**src/design/sqlcl_pkg.sv**
```systemverilog
package sqlcl_pkg;

	// Style class of one character
	typedef enum logic [2:0] {
		STYLE_NONE     = 3'd0,
		STYLE_CONTROL  = 3'd1,
		STYLE_TYPE     = 3'd2,
		STYLE_CONST    = 3'd3,
		STYLE_COMMENT  = 3'd4,
		STYLE_NONASCII = 3'd5
	} style_t;

	// Scanner mode
	typedef enum logic [7:0] {
		MODE_PLAIN   = 8'b0000_0001,
		MODE_COMMENT = 8'b0000_0010,
		MODE_SQUOTE  = 8'b0000_0100,
		MODE_DQUOTE  = 8'b0000_1000,
		MODE_NUM     = 8'b0001_0000,
		MODE_HEX     = 8'b0010_0000,
		MODE_FRAC    = 8'b0100_0000,
		MODE_EXP     = 8'b1000_0000
	} mode_t;

	// Printable ASCII range
	localparam logic [7:0] CHAR_LOW  = 8'd32;
	localparam logic [7:0] CHAR_HIGH = 8'd126;

	// One input item
	typedef struct packed {
		logic [7:0] ch;
		logic [7:0] next_ch;
		logic       next_valid;
		logic       line_start;
		logic       restart;
	} item_t;

	// Scanner state carried from item to item
	typedef struct packed {
		mode_t      mode;
		logic [7:0] prev_char;
		logic       escape_seen;
		logic       pair_pending;
		style_t     pair_class;
		logic       sign_allowed;
	} lex_state_t;

endpackage

```
**src/design/sqlcl_in_if.sv**
```systemverilog
interface sqlcl_in_if;
	logic       valid;
	logic       ready;
	logic [7:0] ch;
	logic [7:0] next_ch;
	logic       next_valid;
	logic       line_start;
	logic       restart;

	modport source (output valid, ch, next_ch, next_valid, line_start, restart, input ready);
	modport sink (input valid, ch, next_ch, next_valid, line_start, restart, output ready);
endinterface

```
**src/design/sqlcl_out_if.sv**
```systemverilog
interface sqlcl_out_if;
	logic       valid;
	logic       ready;
	logic [2:0] style;

	modport source (output valid, style, input ready);
	modport sink (input valid, style, output ready);
endinterface

```
**src/design/sqlcl_in_reg.sv**
```systemverilog
module sqlcl_in_reg (
	input  logic           clk,
	input  logic           arst_n,
	input  logic           in_valid,
	output logic           in_ready,
	input  sqlcl_pkg::item_t in_item,
	input  logic           advance,
	output logic           valid_s1,
	output sqlcl_pkg::item_t item_s1
);
	import sqlcl_pkg::*;

	// Accept when empty or when the held item moves on this cycle
	assign in_ready = !valid_s1 || advance;

	always_ff @(posedge clk or negedge arst_n) begin
		if (!arst_n) begin
			valid_s1 <= 1'b0;
		end else if (in_valid && in_ready) begin
			valid_s1 <= 1'b1;
		end else if (advance) begin
			valid_s1 <= 1'b0;
		end
	end

	// Hold the payload of the accepted item
	always_ff @(posedge clk) begin
		if (in_valid && in_ready) begin
			item_s1 <= in_item;
		end
	end
endmodule

```
**src/design/sqlcl_lex.sv**
```systemverilog
module sqlcl_lex (
	input  sqlcl_pkg::item_t     it,
	input  sqlcl_pkg::lex_state_t st,
	output sqlcl_pkg::lex_state_t nx,
	output sqlcl_pkg::style_t     style
);
	import sqlcl_pkg::*;

	function automatic logic is_digit(input logic [7:0] c);
		return (c >= "0") && (c <= "9");
	endfunction

	function automatic logic is_xdigit(input logic [7:0] c);
		return is_digit(c) || ((c >= "a") && (c <= "f")) || ((c >= "A") && (c <= "F"));
	endfunction

	function automatic logic is_ident(input logic [7:0] c);
		return is_digit(c) || ((c >= "a") && (c <= "z")) || ((c >= "A") && (c <= "Z"))
			|| (c == "_");
	endfunction

	lex_state_t s;
	logic       done;
	logic [7:0] c;
	logic [7:0] n;
	logic       nv;
	logic       ls;
	logic [7:0] quote;
	logic [7:0] c1;
	logic [7:0] c0;
	logic       esc_in;
	logic       str_end;
	logic       type_pair;
	logic       ctrl_pair;

	assign c  = it.ch;
	assign n  = it.next_ch;
	assign nv = it.next_valid;
	assign ls = it.line_start;

	// String close test: at column zero the character has no predecessor.
	// The string branch only runs when neither restart nor a new line left plain mode,
	// so the quote follows the held mode and the escape flag clears on either.
	assign quote   = (st.mode == MODE_SQUOTE) ? 8'("'") : 8'("\"");
	assign esc_in  = st.escape_seen && !it.restart && !ls;
	assign c1      = ls ? c : st.prev_char;
	assign c0      = ls ? 8'd0 : c;
	assign str_end = ((c1 == quote) && (c0 == 8'd0))
		|| ((c0 == quote) && ((c1 != "\\") || esc_in));

	// Two-character operators
	assign type_pair = nv && (((c == ":") && (n == ":")) || ((c == "-") && (n == ">")));
	assign ctrl_pair = nv && (((c == "=") && (n == "=")) || ((c == "&") && (n == "&"))
		|| ((c == "|") && (n == "|")) || ((c == "|") && (n == "="))
		|| ((c == "&") && (n == "=")) || ((c == "!") && (n == "="))
		|| ((c == "+") && (n == "=")) || ((c == "-") && (n == "=")));

	always_comb begin
		s     = st;
		style = STYLE_NONE;
		done  = 1'b0;

		// Restart drops into plain mode
		if (it.restart) begin
			s.mode         = MODE_PLAIN;
			s.escape_seen  = 1'b0;
			s.pair_pending = 1'b0;
			s.pair_class   = STYLE_NONE;
			s.sign_allowed = 1'b0;
		end

		// New line ends comments and numbers, strings stay open
		if (ls) begin
			if ((s.mode != MODE_SQUOTE) && (s.mode != MODE_DQUOTE)) begin
				s.mode = MODE_PLAIN;
			end
			s.escape_seen  = 1'b0;
			s.pair_pending = 1'b0;
			s.sign_allowed = 1'b0;
		end

		if (s.pair_pending) begin
			// Second half of an operator pair
			style          = s.pair_class;
			s.pair_pending = 1'b0;
			s.pair_class   = STYLE_NONE;
			done           = 1'b1;
		end else begin
			case (s.mode)
				MODE_COMMENT: begin
					style = STYLE_COMMENT;
					done  = 1'b1;
				end
				MODE_SQUOTE, MODE_DQUOTE: begin
					if (str_end) begin
						s.mode        = MODE_PLAIN;
						s.escape_seen = 1'b0;
					end else begin
						s.escape_seen = (c1 == "\\") && (c0 == "\\");
					end
					style = STYLE_CONST;
					done  = 1'b1;
				end
				MODE_NUM, MODE_FRAC: begin
					if (is_digit(c)) begin
						style = STYLE_CONST;
						done  = 1'b1;
					end else if ((s.mode == MODE_NUM) && (c == ".")) begin
						s.mode = MODE_FRAC;
						style  = STYLE_CONST;
						done   = 1'b1;
					end else if ((c == "e") || (c == "E")) begin
						s.mode         = MODE_EXP;
						s.sign_allowed = 1'b1;
						style          = STYLE_CONST;
						done           = 1'b1;
					end else begin
						s.mode = MODE_PLAIN;
					end
				end
				MODE_HEX: begin
					if (is_xdigit(c)) begin
						style = STYLE_CONST;
						done  = 1'b1;
					end else begin
						s.mode = MODE_PLAIN;
					end
				end
				MODE_EXP: begin
					if ((s.sign_allowed && ((c == "+") || (c == "-"))) || is_digit(c)) begin
						style = STYLE_CONST;
						done  = 1'b1;
					end else begin
						s.mode = MODE_PLAIN;
					end
					s.sign_allowed = 1'b0;
				end
				default: begin
					s.mode = MODE_PLAIN;
				end
			endcase
		end

		// Plain-mode scan
		if (!done) begin
			if (nv && (c == "-") && (n == "-")) begin
				s.mode = MODE_COMMENT;
				style  = STYLE_COMMENT;
			end else if (c == "'") begin
				s.mode        = MODE_SQUOTE;
				s.escape_seen = 1'b0;
				style         = STYLE_CONST;
			end else if (c == "\"") begin
				s.mode        = MODE_DQUOTE;
				s.escape_seen = 1'b0;
				style         = STYLE_CONST;
			end else if (!ls && !is_ident(st.prev_char) && is_digit(c)) begin
				if ((c == "0") && nv && (n == "x")) begin
					s.mode         = MODE_HEX;
					s.pair_pending = 1'b1;
					s.pair_class   = STYLE_CONST;
				end else begin
					s.mode = MODE_NUM;
				end
				style = STYLE_CONST;
			end else if (type_pair) begin
				s.pair_pending = 1'b1;
				s.pair_class   = STYLE_TYPE;
				style          = STYLE_TYPE;
			end else if (ctrl_pair) begin
				s.pair_pending = 1'b1;
				s.pair_class   = STYLE_CONTROL;
				style          = STYLE_CONTROL;
			end else begin
				case (c)
					"&", ".", "*", "[", "]": style = STYLE_TYPE;
					"~", "=", "^", ":", "%", "+", "-", "<", ">", "!", "?", "(", ")",
					"{", "}", ",", ";", "/", "|": style = STYLE_CONTROL;
					default: begin
						style = ((c < CHAR_LOW) || (c > CHAR_HIGH)) ? STYLE_NONASCII
							: STYLE_NONE;
					end
				endcase
			end
		end

		s.prev_char = c;
		nx          = s;
	end
endmodule

```
**src/design/sql_char_style_lexer_top.sv**
```systemverilog
// Channel | Dir | Payload                                        | Handshake
// chars   | in  | ch, next_ch, next_valid, line_start, restart   | valid/ready
// styles  | out | style                                          | valid/ready
//
// One item per cycle while the output is not stalled; each item is held in
// the input register, then in the output register. The scanner state lives
// in one register set updated as each item leaves the input register.
// arst_n clears the scanner to plain mode and empties both registers.
// A stalled result holds in the output register while one more item waits.
module sql_char_style_lexer_top (
	input logic clk,
	input logic arst_n,
	sqlcl_in_if.sink    chars,
	sqlcl_out_if.source styles
);
	import sqlcl_pkg::*;

	item_t      in_item;
	item_t      item_s1;
	logic       valid_s1;
	logic       advance;
	lex_state_t state_q;
	lex_state_t state_nx;
	style_t     style_nx;
	logic       out_valid_q;
	style_t     style_q;

	assign in_item = '{ch: chars.ch, next_ch: chars.next_ch, next_valid: chars.next_valid,
		line_start: chars.line_start, restart: chars.restart};

	// Move the held item into the output register when there is room
	assign advance = valid_s1 && (!out_valid_q || styles.ready);

	sqlcl_in_reg u_in_reg (
		.clk      (clk),
		.arst_n   (arst_n),
		.in_valid (chars.valid),
		.in_ready (chars.ready),
		.in_item  (in_item),
		.advance  (advance),
		.valid_s1 (valid_s1),
		.item_s1  (item_s1)
	);

	sqlcl_lex u_lex (
		.it    (item_s1),
		.st    (state_q),
		.nx    (state_nx),
		.style (style_nx)
	);

	// Advance the scanner state once per item
	always_ff @(posedge clk or negedge arst_n) begin
		if (!arst_n) begin
			state_q <= '{mode: MODE_PLAIN, prev_char: 8'd0, escape_seen: 1'b0,
				pair_pending: 1'b0, pair_class: STYLE_NONE, sign_allowed: 1'b0};
		end else if (advance) begin
			state_q <= state_nx;
		end
	end

	// Output register valid
	always_ff @(posedge clk or negedge arst_n) begin
		if (!arst_n) begin
			out_valid_q <= 1'b0;
		end else if (advance) begin
			out_valid_q <= 1'b1;
		end else if (styles.ready) begin
			out_valid_q <= 1'b0;
		end
	end

	always_ff @(posedge clk) begin
		if (advance) begin
			style_q <= style_nx;
		end
	end

	assign styles.valid = out_valid_q;
	assign styles.style = style_q;
endmodule

```
**src/flat_wrapper.sv**
```systemverilog
// flat-port wrapper written by rule: the top's interface ports become plain ports
module sql_char_style_lexer_top_flat import sqlcl_pkg::*;
  (clk, arst_n, chars_valid, chars_ch, chars_next_ch, chars_next_valid, chars_line_start, chars_restart, chars_ready, styles_valid, styles_style, styles_ready);
  sqlcl_in_if chars_i ();
  sqlcl_out_if styles_i ();
  input logic clk;
  input logic arst_n;
  input wire logic [$bits(chars_i.valid)-1:0] chars_valid;
  input wire logic [$bits(chars_i.ch)-1:0] chars_ch;
  input wire logic [$bits(chars_i.next_ch)-1:0] chars_next_ch;
  input wire logic [$bits(chars_i.next_valid)-1:0] chars_next_valid;
  input wire logic [$bits(chars_i.line_start)-1:0] chars_line_start;
  input wire logic [$bits(chars_i.restart)-1:0] chars_restart;
  output wire logic [$bits(chars_i.ready)-1:0] chars_ready;
  output wire logic [$bits(styles_i.valid)-1:0] styles_valid;
  output wire logic [$bits(styles_i.style)-1:0] styles_style;
  input wire logic [$bits(styles_i.ready)-1:0] styles_ready;
  assign chars_i.valid = chars_valid;
  assign chars_i.ch = chars_ch;
  assign chars_i.next_ch = chars_next_ch;
  assign chars_i.next_valid = chars_next_valid;
  assign chars_i.line_start = chars_line_start;
  assign chars_i.restart = chars_restart;
  assign chars_ready = chars_i.ready;
  assign styles_valid = styles_i.valid;
  assign styles_style = styles_i.style;
  assign styles_i.ready = styles_ready;
  sql_char_style_lexer_top u_core (.clk(clk), .arst_n(arst_n), .chars(chars_i), .styles(styles_i));
endmodule
```
**config.mk**
```make
export PLATFORM = sky130hd
export DESIGN_NAME = sql_char_style_lexer_top_flat
export DESIGN_NICKNAME = d
export VERILOG_FILES = /design/src/design/sqlcl_pkg.sv /design/src/design/sqlcl_in_if.sv /design/src/design/sqlcl_out_if.sv /design/src/design/sqlcl_in_reg.sv /design/src/design/sqlcl_lex.sv /design/src/design/sql_char_style_lexer_top.sv /design/src/flat_wrapper.sv
export SDC_FILE = /design/constraint.sdc
export NUM_CORES = 1
export LEC_CHECK = 0
export BUFFER_PORTS_ARGS = -buffer_cell sky130_fd_sc_hd__buf_2
export CELL_PAD_IN_SITES_DETAIL_PLACEMENT = 0
export CELL_PAD_IN_SITES_GLOBAL_PLACEMENT = 1
export CORE_ASPECT_RATIO = 2
export CORE_MARGIN = 5
export CORE_UTILIZATION = 30
export CTS_BUF_LIST = sky130_fd_sc_hd__clkbuf_8 sky130_fd_sc_hd__clkbuf_16
export DETAILED_ROUTE_END_ITERATION = 8
export PLACE_DENSITY_LB_ADDON = 0.1
export SLEW_MARGIN = 25
export SYNTH_ARGS = -nofsm -noshare
export SYNTH_HDL_FRONTEND = slang
export SYNTH_HIERARCHICAL = 1
export SYNTH_SLANG_ARGS = --single-unit
```
**constraint.sdc**
```tcl
create_clock -name clk -period 3.6 [get_ports clk]
set_clock_uncertainty 0.1 [all_clocks]
set_input_delay 0.36 -clock clk [delete_from_list [all_inputs] [get_ports clk]]
set_output_delay 0.36 -clock clk [all_outputs]
set_load 0.03 [all_outputs]
```
== After elaboration in Yosys (flattened, before gate mapping) ==
Cells that the tools add are included.
Storage, ports and cells
  input bits: 23
  flip-flop bits (word level): 46
Operators by class
  muxes and demuxes: 69
  reductions and logical operators: 68
  eq/ne operators: 52
  order comparisons: 14
Operators by type and width (number)
  8-bit by 6-bit == test with 1-bit output (second input constant): 26
  8-bit two-way mux: 17
  8-bit by 7-bit == test with 1-bit output (second input constant): 15
  8-bit one-hot mux with 5 select lines: 1
  1-bit logical AND: 34
  3-bit two-way mux: 11
  8-bit by 7-bit >= comparator with 1-bit output (second input constant): 4
  8-bit by 7-bit less-or-equal comparator with 1-bit output (second input constant): 4
  4-bit two-way mux: 6
  1-bit logical OR: 21
  1-bit two-way mux: 20
  19-bit OR reduction: 1
  8-bit by 3-bit == test with 1-bit output (second input constant): 2
  8-bit by 6-bit == test with 1-bit output: 2
  8-bit by 6-bit >= comparator with 1-bit output (second input constant): 2
  8-bit by 6-bit less-or-equal comparator with 1-bit output (second input constant): 2
  3-bit one-hot mux with 5 select lines: 1
  2-bit two-way mux: 6
  6-bit two-way mux: 2
  5-bit two-way mux: 2
  8-bit by 2-bit == test with 1-bit output (second input constant): 1
  8-bit by 4-bit == test with 1-bit output (second input constant): 1
  8-bit by 5-bit == test with 1-bit output (second input constant): 1
  8-bit == test (second input constant): 1
  14 further kinds: 20

== Logic depth before layout (Yosys ltp) ==
  depth in word-level cells: 17
  mapped depth: 10

== By module ==
Netlist, hierarchy kept.
By module, submodules not included
  sqlcl_lex: seq. area each 0.0 um2, area each 1492.7 um2, cells an instance 229, instances 1
  sql_char_style_lexer_top: seq. area each 666.9 um2, area each 1043.5 um2, cells an instance 54, instances 1
  sqlcl_in_reg: seq. area each 595.6 um2, area each 624.3 um2, cells an instance 23, instances 1

== Worst setup path after synthesis ==
Ideal clock, no wire load.
  path kind: reg2reg
  from: register u_core/u_in_reg/item_s1[12] (netlist name)
  to: register u_core.style_q[0], in the netlist u_core/styles.style[0] (data pin)
  buffers on the path: 1
  clock period less this slack: 2613 ps
  slack: 987 ps
  library setup time: 261 ps
  cell stages (with the launch flop): 9
  arrival time: 2253 ps
  cell sequence: edfxtp_1 buf_6 xor2_1 and3_4 a211oi_2 o21ai_2 or4_1 a211o_1 a221o_1
Between the ends
  word-level cells in the longest chain between the ends: 17
  elaborated cells between the ends (all ways): 95
RTL lines
  parallel branches: the longest is 16 deep, another holds 8-bit by 6-bit < comparator with 1-bit output
  3-bit two-way mux (*): RTL line sqlcl_lex.sv:145  | if (!done) begin
  via u_core.style_nx[0]: RTL line sql_char_style_lexer_top.sv:24  | style_t style_nx;
  end signal, assigned: RTL line sql_char_style_lexer_top.sv:75  | style_q <= style_nx;
  end, declared: RTL line sql_char_style_lexer_top.sv:26  | style_t style_q;
Mark *: on every way through the listed nets, which the timed path passes.
A chain may end at the register's enable or synchronous reset.

== Final worst setup path ==
  from: register u_core/u_in_reg/item_s1[13] (netlist name)
  to: register u_core.style_q[0], in the netlist u_core/styles.style[0] (data pin)
Between the ends
  word-level cells in the longest chain between the ends: 17
  elaborated cells between the ends (all ways): 95
RTL lines (RTL line)
  parallel branches: the longest is 16 deep, another holds 8-bit by 6-bit < comparator with 1-bit output
  3-bit two-way mux (*): sqlcl_lex.sv:145
  via u_core.style_nx[0]: sql_char_style_lexer_top.sv:24
Marked as above.

==> out/results.ini <==
[floorplan]
die_w_um=82.58
fp-row-count=53
io_pins=28
core_area_um2=10410
die-height_um=155.2
dieArea_um2=12810
start_util=0.3036

[setup_path]
crit_fanout=22
path_class=reg -> reg
critPathMaxStageDelay_ns=0.83
worstSetupStartpointType=flip-flop
cp_data_arrival_time_ns=3.11
critPathSlowestCell=edfxtp_1
path_cells=nor2_1, o2bb2ai_1, a211oi_2, o21ai_2, or4_1, a211o_1, a221o_1
critPathCaptureType=flip-flop
path_buf_inv=0
r2r_slack_ns=0.43
cp.required_ns=3.54
cp_top_family=compound AO/OA/AOI/OAI gates

[drt]
drt_iter0_markers=173
postRouteAntennaNets=0
vias_per_cell=5.367
drc=0
drt_wl_total_mm=9.503
vias=2485
wl_per_cell_um=20.52
drt-pass1-iter-count=4

[pwr]
p_per_area_nw_per_um2=404.8
p_leak_uw=0.001401
irDropWorstVdd_mv=0.2028

[clocking]
post_cts_buffers=0
cts_sinks=46
ctsResizeCount=0
cts_buffer_depth=2
cts_inserted_buffers=5
cts_tree=built
root_buffer=clkbuf_16
clkSlewWorstSetupHoldPaths_ns=0.07
insertion_delay_ns=0.30
htree_levels=2

[synth]
syn_inst=306
synthTopCellsByArea=edfxtp_1 (21%), dfrtp_1 (18%), mux2_4 (9.0%)
synth_edf_count=22
synth_top_area_frac=0.2090
synth_top_area_cell=edfxtp_1
postSynthAreaPerCell_um2=10.33
synth_cell_types=76
syn_nets=329
ys_async_sr_fraction=0.5217
synth_area_um2=3161
seq_area_frac_synth=0.3994
ys_warn_count=6
ys.flop_type=dfrtp_1
synth.ff_latch_count=46

[grt]
grt_max_degree=25
grt_first_pass_wirelength_mm=14.80
antenna_found_initial=0
grt_pass1_vias=2563
grtUsageTotal=0.1581
grt-ovfl-total=0

[cells_and_area]
drive_above_1_share=0.2423
area_delta_synth_final_pct=11.88
finalNetCount=348
stdcell_count=463
finalInstanceArea_um2=3536
diodes=0

[sta]
max_freq_mhz=315.5
fin_crit_ns=3.170
slew_violations=0
slew_headroom=0.4990
period_share=0.8806
finalSetupViolations=0
worst_slew_pin_slew_ns=0.7515
holdWs_ns=0.1339
setup_tns_ns=0
rsz0062_at_grt=no
hold_viol=0

[job]
max-cap-violations=0

[place]
placed_area_um2=3353
dp.cells=454
place_congestion=0.8283
io_buffers=27
hpwl_mm=7.363

[outcome]
status=finished, final reports clean

[min_path]
hold_path_class=in -> reg

## flip-flops by register name, indices dropped and copies added (netlist names)
register and flops:
u_core/state_q 22, u_core/u_in_reg/item_s1 19, u_core/styles.style 3, u_core/styles.valid 1, u_core/u_in_reg/valid_s1 1
## cell usage in the layout (no fill, tap or decap), types with 5 or more instances in the layout
cell and count:
buf_2 27, dfrtp_1 23, nand2_1 23, edfxtp_1 22, nor2_1 21, mux2_4 19
nor3_1 13, nand2b_1 10, nor4b_1 9, nand3_1 8, nor4_1 8, o21ai_0 8
a21oi_1 8, buf_4 7, and2_1 7, inv_1 6, nand4_1 6, clkbuf_16 5
nor3b_1 5
## worst register-to-register path, cell delays in order, from the launching register on
cell and delay [ns]:
edfxtp_1 0.83, nor2_1 0.22, o2bb2ai_1 0.20, a211oi_2 0.28
o21ai_2 0.12, or4_1 0.54, a211o_1 0.32, a221o_1 0.31
## routing by layer
metal,vias to the layer above,share of wire,track usage
met5,-,0,0
met1,1223,0.36,0.1599
met4,0,0.030,0.06625
met2,48,0.59,0.3082
li1,1198,-,-
met3,16,0.024,0.01738
## cell usage after synthesis, types with 2 or more instances
cell type	count
a32oi_1	3
xor2_1	2
inv_1	5
and3_1	4
nand2b_4	2
nor4_1	8
a211oi_2	2
buf_4	10
a211o_1	2
buf_2	4
o21ai_0	8
clkbuf_1	4
nand4b_1	4
mux2_2	4
o221ai_1	2
o22ai_1	2
nor3_1	13
nand4_1	6
and2_1	7
buf_6	5
nand2_1	23
nand3_1	8
a21o_1	4
and3b_1	2
edfxtp_1	22
nor2b_1	4
dfrtp_1	23
a31oi_1	4
a211oi_1	2
nor4b_1	9
nand3b_1	4
a21oi_1	8
mux2_4	19
nand2b_1	10
nor3b_1	5
or4_1	2
nor2_1	21
## path summary, 6_finish.rpt
path	start	endpoint	cells past startpoint
worst max-delay path	u_core/u_in_reg/item_s1[13]	u_core/styles.style[0]	7
worst min-delay path	chars_next_ch[6]	u_core/u_in_reg/item_s1[9]	1
worst min register to register	u_core/state_q[2]	u_core/state_q[2]	1
max in group asynchronous	arst_n	u_core/state_q[17]	2
worst max register to register	u_core/u_in_reg/item_s1[13]	u_core/styles.style[0]	7
min in group asynchronous	arst_n	u_core/state_q[18]	2
## power by group
group / internal (µW) / switching (µW) / total (µW)
clock: 344 / 201 / 545
combinational: 104 / 115 / 218
sequential: 601 / 66.6 / 667
total: 1050 / 382 / 1430
## metrics by stage
stage / total power [µW] / worst slack (ns) / util
2_1_floorplan: 832.9 / 0.9866 / -
3_3_place_gp: 898.3 / 0.4843 / 0.3221
3_5_place_dp: 896.1 / 0.4823 / 0.3221
4_1_cts: 1447 / 0.4695 / 0.3396
5_1_grt: 1492 / 0.2743 / 0.3396
6_report: 1431 / 0.4300 / 0.3396
## final cells by class
class | count | area (µm²)
Timing Repair Buffer | 35 | 197.7
Clock buffer | 6 | 138.9
Fill cell | 1078 | 6875
Clock inverter | 2 | 33.78
Multi-Input combinational cell | 231 | 1709
Inverter | 6 | 22.52
Sequential cell | 46 | 1262
Tap cell | 137 | 171.4
## what timing repair did
action                     4_1_cts  5_1_grt
setup endpoints to repair        0        0
hold buffers                     1        0
hold endpoints to repair        19        0
## kinds of logic (layout without fill, tap and decap cells)
group	Yosys count	after routing	synth area share
buffers and inverters	29	49	0.05977
xor gates and xnor gates	3	3	0.008315
AOI/OAI and AO/OA	57	57	0.1346
DFF	46	46	0.3994
muxes	24	24	0.1077
adders and majority gates	1	1	0.003167
and+or+nand+nor	146	146	0.2870
(Power assumes the default switching activity.)
